File: src/design/bhrd_pkg.sv
// Package for the button hold/release detector.
// Holds the payload structs, opcode and register index codes, and reset values.
// No dependencies.
package bhrd_pkg;

    typedef enum logic {
        OP_SAMPLE = 1'b0,
        OP_ARM    = 1'b1
    } opcode_t;

    localparam int CFG_INDEX_WIDTH = 4;
    localparam int CFG_DATA_WIDTH  = 32;

    localparam logic [CFG_INDEX_WIDTH-1:0] CFG_DEBOUNCE_TIME = CFG_INDEX_WIDTH'(0);
    localparam logic [CFG_INDEX_WIDTH-1:0] CFG_HOLD_TIME     = CFG_INDEX_WIDTH'(1);

    localparam logic [15:0] DEBOUNCE_RESET = 16'd50;
    localparam logic [31:0] HOLD_RESET     = 32'd5000;

    typedef struct packed {
        opcode_t     opcode;
        logic        pin_level;
        logic [15:0] delta_ms;
    } in_item_t;

    typedef struct packed {
        logic        qualified_release;
        logic        release_seen;
        logic        hold_met;
        logic        latched;
        logic [31:0] press_time_ms;
    } out_item_t;

endpackage

File: src/design/bhrd_core.sv
// Detector state and its per-item update.
// Depends on bhrd_pkg for the item structs and opcodes.
// The result is combinational from the current state and the item; state updates on accept.
module bhrd_core #(
    parameter int TIME_WIDTH = 32
) (
    input  logic                aclk,
    input  logic                aresetn,
    input  logic                accept,
    input  bhrd_pkg::in_item_t  item,
    input  logic [15:0]         debounce_time,
    input  logic [31:0]         hold_time,
    output bhrd_pkg::out_item_t result
);

    localparam int CMP_WIDTH = (TIME_WIDTH > 32) ? TIME_WIDTH : 32;

    logic                  raw_level_reg,       raw_level_next;
    logic                  stable_level_reg,    stable_level_next;
    logic                  stable_valid_reg,    stable_valid_next;
    logic [TIME_WIDTH-1:0] raw_time_reg,        raw_time_next;
    logic [TIME_WIDTH-1:0] press_time_reg,      press_time_next;
    logic                  release_seen_reg,    release_seen_next;
    logic                  hold_met_reg,        hold_met_next;
    logic                  latched_reg,         latched_next;
    logic                  fired;
    logic                  changed;
    logic [TIME_WIDTH-1:0] elapsed_ext;

    function automatic logic [TIME_WIDTH-1:0] sat_add(input logic [TIME_WIDTH-1:0] a,
                                                      input logic [TIME_WIDTH-1:0] b);
        logic [TIME_WIDTH:0] sum;
        sum = {1'b0, a} + {1'b0, b};
        return sum[TIME_WIDTH] ? {TIME_WIDTH{1'b1}} : sum[TIME_WIDTH-1:0];
    endfunction

    assign elapsed_ext = TIME_WIDTH'(item.delta_ms);

    always_comb begin
        raw_level_next    = raw_level_reg;
        stable_level_next = stable_level_reg;
        stable_valid_next = stable_valid_reg;
        raw_time_next     = raw_time_reg;
        press_time_next   = press_time_reg;
        release_seen_next = release_seen_reg;
        hold_met_next     = hold_met_reg;
        latched_next      = latched_reg;
        fired             = 1'b0;
        changed           = !stable_valid_reg || (stable_level_reg != item.pin_level);

        if (item.opcode == bhrd_pkg::OP_ARM) begin
            raw_level_next    = item.pin_level;
            stable_level_next = item.pin_level;
            stable_valid_next = 1'b0;
            raw_time_next     = '0;
            press_time_next   = '0;
            release_seen_next = 1'b0;
            hold_met_next     = 1'b0;
            latched_next      = 1'b0;
        end else if (item.delta_ms != 16'd0 && !latched_reg) begin
            raw_level_next = item.pin_level;
            if (item.pin_level != raw_level_reg) begin
                raw_time_next = elapsed_ext;
            end else begin
                raw_time_next = sat_add(raw_time_reg, elapsed_ext);
            end

            if (raw_time_next >= TIME_WIDTH'(debounce_time)) begin
                stable_level_next = item.pin_level;
                stable_valid_next = 1'b1;
                if (item.pin_level) begin
                    release_seen_next = 1'b1;
                    press_time_next   = '0;
                    // debounced edge from low to high after a long enough press
                    if (changed && !stable_level_reg && hold_met_reg) begin
                        latched_next = 1'b1;
                        fired        = 1'b1;
                    end else begin
                        hold_met_next = 1'b0;
                    end
                end else if (!release_seen_reg) begin
                    press_time_next = '0;
                    hold_met_next   = 1'b0;
                end else begin
                    press_time_next = changed ? elapsed_ext
                                              : sat_add(press_time_reg, elapsed_ext);
                    if (CMP_WIDTH'(press_time_next) >= CMP_WIDTH'(hold_time)) begin
                        hold_met_next = 1'b1;
                    end
                end
            end
        end
    end

    always_ff @(posedge aclk) begin
        if (!aresetn) begin
            raw_level_reg    <= 1'b1;
            stable_level_reg <= 1'b1;
            stable_valid_reg <= 1'b0;
            raw_time_reg     <= '0;
            press_time_reg   <= '0;
            release_seen_reg <= 1'b0;
            hold_met_reg     <= 1'b0;
            latched_reg      <= 1'b0;
        end else if (accept) begin
            raw_level_reg    <= raw_level_next;
            stable_level_reg <= stable_level_next;
            stable_valid_reg <= stable_valid_next;
            raw_time_reg     <= raw_time_next;
            press_time_reg   <= press_time_next;
            release_seen_reg <= release_seen_next;
            hold_met_reg     <= hold_met_next;
            latched_reg      <= latched_next;
        end
    end

    assign result.qualified_release = fired;
    assign result.release_seen      = release_seen_next;
    assign result.hold_met          = hold_met_next;
    assign result.latched           = latched_next;

    generate
        if (TIME_WIDTH > 32) begin : g_sat_out
            assign result.press_time_ms = (|press_time_next[TIME_WIDTH-1:32]) ? 32'hFFFF_FFFF
                                                                       : press_time_next[31:0];
        end else begin : g_ext_out
            assign result.press_time_ms = 32'(press_time_next);
        end
    endgenerate

endmodule

File: src/design/button_hold_release_detector.sv
// Top level of the debounced long-press release detector.
// Depends on bhrd_pkg and bhrd_core; holds the config registers and the result buffer.
//
// Takes one sample or arm item per cycle while s_ready is high and returns exactly
// one registered result per item. The whole state update is a single pass of
// compares and saturating adds, so an item can be accepted every cycle while s_ready
// is high. The result side has an output register plus one skid entry: s_ready drops
// only when both are full, and it is a register, with no combinational path from
// m_ready. Config writes are always accepted (cfg_ready is tied high); writes to
// unknown indexes are dropped. Write config only while no items are in flight.
module button_hold_release_detector #(
    parameter int TIME_WIDTH = 32
) (
    input  logic                                 aclk,
    input  logic                                 aresetn,
    input  logic                                 s_valid,
    output logic                                 s_ready,
    input  bhrd_pkg::in_item_t                   s_data,
    output logic                                 m_valid,
    input  logic                                 m_ready,
    output bhrd_pkg::out_item_t                  m_data,
    input  logic                                 cfg_valid,
    output logic                                 cfg_ready,
    input  logic [bhrd_pkg::CFG_INDEX_WIDTH-1:0] cfg_index,
    input  logic [bhrd_pkg::CFG_DATA_WIDTH-1:0]  cfg_data
);

    logic [15:0]         debounce_reg;
    logic [31:0]         hold_reg;
    logic                out_valid_reg;
    logic                skid_valid_reg;
    bhrd_pkg::out_item_t out_data_reg;
    bhrd_pkg::out_item_t skid_data_reg;
    bhrd_pkg::out_item_t result;
    logic                s_accept;

    assign cfg_ready = 1'b1;
    assign s_ready   = !skid_valid_reg;
    assign s_accept  = s_valid && s_ready;
    assign m_valid   = out_valid_reg;
    assign m_data    = out_data_reg;

    always_ff @(posedge aclk) begin
        if (!aresetn) begin
            debounce_reg <= bhrd_pkg::DEBOUNCE_RESET;
            hold_reg     <= bhrd_pkg::HOLD_RESET;
        end else if (cfg_valid) begin
            case (cfg_index)
                bhrd_pkg::CFG_DEBOUNCE_TIME: debounce_reg <= cfg_data[15:0];
                bhrd_pkg::CFG_HOLD_TIME:     hold_reg     <= cfg_data[31:0];
                default: ;
            endcase
        end
    end

    bhrd_core #(
        .TIME_WIDTH (TIME_WIDTH)
    ) u_core (
        .aclk          (aclk),
        .aresetn       (aresetn),
        .accept        (s_accept),
        .item          (s_data),
        .debounce_time (debounce_reg),
        .hold_time     (hold_reg),
        .result        (result)
    );

    // output register plus one skid entry
    always_ff @(posedge aclk) begin
        if (!aresetn) begin
            out_valid_reg  <= 1'b0;
            skid_valid_reg <= 1'b0;
        end else if (out_valid_reg && !m_ready) begin
            if (s_accept) begin
                skid_valid_reg <= 1'b1;
                skid_data_reg  <= result;
            end
        end else if (skid_valid_reg) begin
            out_valid_reg  <= 1'b1;
            out_data_reg   <= skid_data_reg;
            skid_valid_reg <= 1'b0;
        end else if (s_accept) begin
            out_valid_reg <= 1'b1;
            out_data_reg  <= result;
        end else begin
            out_valid_reg <= 1'b0;
        end
    end

endmodule

File: config.mk
export PLATFORM = sky130hd
export DESIGN_NAME = button_hold_release_detector
export DESIGN_NICKNAME = d
export VERILOG_FILES = /design/src/design/bhrd_pkg.sv /design/src/design/bhrd_core.sv /design/src/design/button_hold_release_detector.sv
export SDC_FILE = /design/constraint.sdc
export NUM_CORES = 1
export LEC_CHECK = 0
export BUFFER_PORTS_ARGS = -buffer_cell sky130_fd_sc_hd__buf_4
export CORE_ASPECT_RATIO = 0.7
export CORE_MARGIN = 5
export CORE_UTILIZATION = 55
export DETAILED_ROUTE_END_ITERATION = 8
export GPL_TIMING_DRIVEN = 1
export PLACE_DENSITY = 0.85
export SETUP_SLACK_MARGIN = 0.15
export SYNTH_ARGS = -nofsm -noshare
export SYNTH_HDL_FRONTEND = slang
export SYNTH_SLANG_ARGS = --single-unit
File: constraint.sdc
create_clock -name aclk -period 6.85 [get_ports aclk]
set_clock_uncertainty 0.2 [all_clocks]
set_input_delay 1.7125 -clock aclk [delete_from_list [all_inputs] [get_ports aclk]]
set_output_delay 1.7125 -clock aclk [all_outputs]
set_load 0.005 [all_outputs]
# Word level (Yosys, flattened, before mapping)
# Cells that the tools add are included.
[word_totals] ff_bits=192 inputBits=59 output_inout_bits=39 wordCells=99
[classes] add_sub_neg=2 n_lt_le_gt_ge=2 n_eq_ne=3 muxes=46 n_bitwise=1 n_reduce_logical=23
[op_table] op="$mux W32" n=13
[op_table] op="$mux W36" n=2
[op_table] op="$add A32 B16 Y33" n=2
[op_table] op="$ge A32 B16 Y1" n=1
[op_table] op="$ge A32 B32 Y1" n=1
[op_table] op="$mux W1" n=31
[op_table] op="$reduce_bool A16 Y1" n=1
[op_table] op="$reduce_and A3 Y1" n=3
[op_table] op="$reduce_and A2 Y1" n=4
[op_table] op="$reduce_bool A2 Y1" n=3
[op_table] op="$logic_and A1 B1 Y1" n=5
[op_table] op="$logic_not A1 Y1" n=5
[op_table] op="$eq A4 B1 Y1 const B" n=1
[op_table] op="$logic_not A4 Y1" n=1
[op_table] op="$ne A1 B1 Y1" n=2
[op_table] op="$logic_or A1 B1 Y1" n=1
[op_table] op="$not A1 Y1" n=1

# Logic depth before layout (Yosys ltp)
# Gate-level depths: netlist (run 1).
[depth] word_depth=12 depth_mapped=22

# Cells and area by module
# From an unflattened synthesis (run 1), not the netlist that was laid out.
[hier_totals] cells_unflattened=1311 hier_area_um2=12126.6
[modules_own_cells] mod="bhrd_core" n_inst=1 cells_per_inst=984 area_per_inst_um2=7522.2
[modules_own_cells] mod="button_hold_release_detector" n_inst=1 cells_per_inst=327 area_per_inst_um2=4604.4

# Worst setup path before layout (run 1)
# Ideal clock, no wire load.
[synth_timing] path_type="input -> register" start="input s_data[0] (netlist name)" end="register out_data_reg (netlist bit m_data[15]), data pin" setup_ns=0.260 arrival_ns=6.203 required_time_ns=6.390 setup_slack_ns=0.187 path_stages=21 n_path_buf=2 cell_sequence="ha_1 fa_1 a211oi_2 o211ai_1 a211oi_2 o22ai_1 nand2_1 clkbuf_1 a31oi_1 ha_1 a211oi_1 o21ai_0 a221oi_1 o31ai_1 a211oi_1 nand4_1 nor3_1 a21oi_1 clkbuf_1 a22o_2 mux2_2"
[synth_rtl] item="start: declaration" line_no="button_hold_release_detector.sv:18" text="input bhrd_pkg::in_item_t s_data,"
[synth_rtl] item="end signal: assignment" line_no="button_hold_release_detector.sv:80" text="out_data_reg <= skid_data_reg;"
[synth_rtl] item="end signal: assignment" line_no="button_hold_release_detector.sv:84" text="out_data_reg <= result;"
[synth_rtl] item="end: declaration" line_no="button_hold_release_detector.sv:32" text="bhrd_pkg::out_item_t out_data_reg;"

==> out/results.tsv, run 1 <==
metric	value	unit
antenna_found_initial	0	
drtAntennaViolNets	0	
finalPower	2.75	mW
dpl_cell_area	12900	um2
fin_nets	1543	
p_leak	5.30	nW
cp_max_fo	16	
cts_tree	built	
ir_drop	0.173	mV
ys_seq_area_share	39.0	%
ys_types	81	
grtUsageTotal	29.3	%
drive_gt1_share	18.6	%
clk_pin_slew	0.08	ns
diodes	0	
drc	0	
ys_ff_latch	192	
fmax	153	MHz
place_ws	-0.228	ns
gp_congestion	1.05	
wl_per_cell	21.8	um
vias	10854	
yosysTopAreaCellShare	20.5	%
fin_area	13700	um2
synth-edff-count	72	
finalCritPeriodShare	95.3	%
ys.flop_type	dfxtp_1	
top_level_ports	98	
worstMarginPinSlew	1.21	ns
async_flop_share	0	%
hold_viol	0	
cap_violations	0	
slew_violations	0	
portBuffers	96	
status	complete, no violations	
setup_viol	0	
avgSynthCellArea	9.00	um2
viasPerCell	6.42	
synthCells	1300	
first_pass_iters	6	
ys_top_cells_by_area	dfxtp_1, edfxtp_1, ha_1	
die-area	24300	um2
grt_pass1_vias	9867	
clkSinkCount	192	
dpl.cell_count	1651	
core_area	20800	um2
gr-total-overflow	0	
final.setup.worst_slack	0.320	ns
final-instance-count-excl-fill	1691	
grt_pass1_wl	56200	um
start_util	56.2	%
setup_tns	0	ns
hold_path.class	reg2reg	
synth_area_leader_cell	dfxtp_1	
cts_root_buf	clkbuf_16	
arrival	6.64	ns
relSlewSlack	19.3	%
required	6.96	ns
yosys_warnings	0	
area_growth	17.1	%
clock_latency	0.44	ns
power_density	200	nW/um2
synth_area	11700	um2
numCtsBuffers	17	
rsz0062_at_grt	no	
cts_max_level	4	
period_minus_slack	6.53	ns
die_w	184	um
grt_max_degree	50	
drt-total-wl	36900	um
dp_hpwl	27100	um
dr.first_iter.drc_count	1678	
die_h	132	um
syn_nets	1441	
critPathKind	in2reg	
worstSetupEndpointType	register	
rows	44	
cts_max_path_buffers	2	
critPathLaunchType	input port	
[critical path, cell delays in order]
cell and delay [ns]:
buf_4 0.13, ha_1 0.37, nand4_1 0.29, a211oi_1 0.42, a211oi_4 0.17, o22ai_2 0.24, nand2_2 0.15, buf_4 0.18
a31oi_1 0.37, ha_1 0.34, a21oi_1 0.15, o21ai_1 0.08, a221oi_2 0.22, o31ai_1 0.12, a211oi_1 0.24, nand4_1 0.16
or3_4 0.44, a21oi_4 0.18, buf_12 0.15, buf_12 0.16, a22o_1 0.19, mux2_2 0.16
[final timing paths]
kind / end / startpoint / slack, ns / depth (start not counted)
setup / recovery: m_data[20] / s_data[13] / 0.32 / 22
hold / removal: debounce_reg[14] / debounce_reg[14] / 0.27 / 2
setup reg to reg: m_data[20] / u_core.raw_time_reg[13] / 1.39 / 21
hold reg to reg: debounce_reg[14] / debounce_reg[14] / 0.27 / 2
[power breakdown]
part	switching [mW]	leakage [nW]	internal [mW]	total (mW)
Sequential	0.0143	1.65	1.20	1.22
Combinational	0.293	3.36	0.200	0.492
Clock	0.508	0.295	0.527	1.04
Total	0.815	5.30	1.93	2.75
[Yosys cell counts, drive strengths merged (51+ instances only)]
cell	n
edfxtp	72
nor2	91
dfxtp	120
o21ai	66
a22o	64
ha	80
inv	62
nand2	160
a21boi	51
a21oi	63
clkbuf	54
[layout by cell type, fill, tap and decap left out, drive strengths merged, types with 6 or more instances in the layout]
cell and count:
clkbuf 18, a21oi 63, nand3 29, mux2 35, buf 157, edfxtp 72, dfxtp 120, a22oi 15
nor2b 31, or3 7, a21o 17, a22o 64, a21boi 51, nand2b 9, nand4 18, o21ai 66
and4 8, xor2 22, nand2 160, inv 70, and2 9, a31oi 35, nor4 6, and3 9
mux2i 6, ha 80, o211ai 19, a211oi 18, xnor2 15, nor3 26, o21a 6, nor2 91
[per-stage QoR]
stage                     util, %  hold WS [ns]
after floorplan                 -         0.243
after global placement       62.1         0.252
after detailed placement     62.1         0.257
after CTS                    65.1         0.270
after global routing         65.8         0.293
final                        65.8         0.267
[kinds of logic (layout without fill, tap and decap cells)]
logic type	after synthesis	after routing	share of synthesized area [%]
mux	41	41	3.88
fa+ha+maj	82	82	8.90
simple gates	410	410	16.3
flops	192	192	39.0
compound gates	400	400	24.1
other cells	1	1	0.0320
xor+xnor	37	37	2.77
buf+inv	137	252	5.01
[timing repair]
action / 4_1_cts / 5_1_grt
hold buffers: 0 / 0
endpoints found under the hold margin: 0 / 0
setup buffers: 0 / 6
setup endpoints to repair: 0 / 103
resized for setup: 0 / 17
[layer usage]
layer	GRT usage, %	wire, um
met1	46.3	16700
met2	38.0	14000
met3	9.90	5610
met4	6.53	577
met5	1.80	56
[area by class of cell]
cell class	instances	area, um2
Timing Repair Buffer	158	1300
Multi-Input combinational cell	971	6650
Tap cell	276	345
Clock buffer	17	425
Fill cell	1694	7110
Inverter	62	233
Sequential cell	192	4560
Clock inverter	15	184
No activity file was read; power rests on OpenSTA's default activity.
==> run 2: changes to the inputs <==
CORE_ASPECT_RATIO = unset   (was 0.7)
==> out/results.tsv, run 2 (same netlist as run 1, synthesis figures left out) <==
metric	value	unit	change
viasPerCell	6.13		-4.5%
slew_violations	0		unchanged
holdWs	0.267	ns	-0.000274 ns
dr.first_iter.drc_count	1165		-31%
critPathKind	in2reg		
diodes	0		unchanged
worstSetupEndpointType	register		
cts_max_path_buffers	2		unchanged
layout_common_cells	buf_4, nand2_1, dfxtp_1		
setup_viol	0		unchanged
grt_pass1_wl	52300	um	-7.0%
relSlewSlack	30.6	%	+11 points
final_common_cell	buf_4		
rows	53		+20%
timing.rr.start	u_core.raw_time_reg[0]		
die_h	156	um	+18%
cts_root_buf	clkbuf_16		
final.setup.worst_slack	0.293	ns	-0.0268 ns
finalCritPeriodShare	95.7	%	+0.39 points
hold_end	hold_reg[1]		
finalPower	2.78	mW	+1.4%
hold_depth	2		unchanged
gp_congestion	0.996		-4.9%
top_level_ports	98		unchanged
area_growth	20.6	%	
dp_hpwl	24700	um	-8.7%
hold_path.class	reg2reg		
drive_gt1_share	21.1	%	+2.5 points
vias	10670		-1.7%
first_pass_iters	5		-1
fmax	153	MHz	-0.41%
p_leak	5.57	nW	+5.1%
r2r_slack	1.36	ns	-0.03 ns
crit_top_cell	buf_4		
cap_violations	0		unchanged
cts_max_level	4		unchanged
critPathSlowestCell	or3_4		
clk_pin_slew	0.08	ns	about the same
required	6.97	ns	about the same
drc	0		unchanged
cts_tree	built		
critPathLaunchType	input port		
drt-total-wl	33300	um	-9.7%
place_ws	-0.337	ns	-0.109 ns
start_util	55.8	%	-0.39 points
period_minus_slack	6.56	ns	+0.0268 ns
die_w	156	um	-15%
grt_pass1_vias	9898		+0.31%
worstMarginPinSlew	1.04	ns	-0.173 ns
portBuffers	96		unchanged
status	complete, no violations		
grt_max_degree	86		+72%
r2r_cells	25		+19%
cp_max_fo	13		-3
clkSinkCount	192		unchanged
r2r_end	m_data[21]		
numCtsBuffers	17		unchanged
min_from	hold_reg[1]		
setup_tns	0	ns	unchanged
gr-total-overflow	0		unchanged
arrival	6.67	ns	+0.03 ns
clock_latency	0.45	ns	about the same
power_density	197	nW/um2	-1.5%
hold_viol	0		unchanged
fin_nets	1594		+3.3%
wl_per_cell	19.2	um	-12%
die-area	24300	um2	-0.19%
antenna_found_initial	0		unchanged
grtUsageTotal	26.6	%	-2.8 points
ir_drop	0.180	mV	+4.3%
nFillCells	1668		-1.5%
core_area	21000	um2	+0.70%
cpPeakStageDelay	0.47	ns	+0.03 ns
drtAntennaViolNets	0		unchanged
rsz0062_at_grt	no		
-- run 2: layout make-up --
class                      count  area [um2]  share of cell area (%)
inverter                      62         233                    1.65
clock inverter                15         224                    1.59
clock buffer                  17         425                    3.02
multi-input combinational    971        6640                    47.1
timing repair buffer         209        1680                    11.9
sequential                   192        4560                    32.4
tap                          275         344                    2.44
-- run 2: layer usage --
layer | vias up | GRT usage (%) | share of wire (%)
li1 | 5088 | - | -
met2 | 536 | 40.6 | 44
met3 | 80 | 5.63 | 9.6
met1 | 4966 | 38.1 | 44
met4 | 0 | 8.05 | 2.8
met5 | - | 0 | 0
-- run 2: worst max path at each step --
stage	start	endpoint	slack (ns)	depth (start not counted)
floorplan	s_data[0]	m_data[15]	0.19	21
global placement	s_data[0]	m_data[23]	-0.23	24
detailed placement	s_data[0]	m_data[0]	-0.34	24
CTS	s_data[0]	m_data[23]	0.17	24
global route	s_data[0]	m_data[21]	0.1	26
finish	s_data[0]	m_data[21]	0.29	26
-- run 2: through the flow --
| step | cells | util, % | area, um2 |
|---|---|---|---|
| 2_1_floorplan | 1300 | - | 11700 |
| 3_3_place_gp | 1702 | 63.6 | 13300 |
| 3_5_place_dp | 1702 | 63.6 | 13300 |
| 4_1_cts | 1734 | 66.7 | 14000 |
| 5_1_grt | 1741 | 67.3 | 14100 |
| 6_report | 1741 | 67.3 | 14100 |
-- run 2: power by group --
part	switching [mW]	leakage, nW	total, mW	internal [mW]
Combinational	0.276	3.61	0.497	0.222
Clock	0.551	0.312	1.07	0.519
Sequential	0.0131	1.65	1.22	1.20
-- run 2: worst max-delay path, delay by kind of cell --
kind            cells  cell delay (ns)
mux                 1             0.17
fa+ha+maj           3             0.79
compound gates     11             2.11
buf+inv             6             0.87
simple gates        5             1.02
-- run 2: repair_timing --
| action | CTS | global route |
|---|---|---|
| pin swaps | 0 | 12 |
| hold buffers | 0 | 0 |
| resized for setup | 1 | 15 |
| setup endpoints to repair | 33 | 103 |
| setup buffers | 0 | 6 |
| cloned | 0 | 1 |
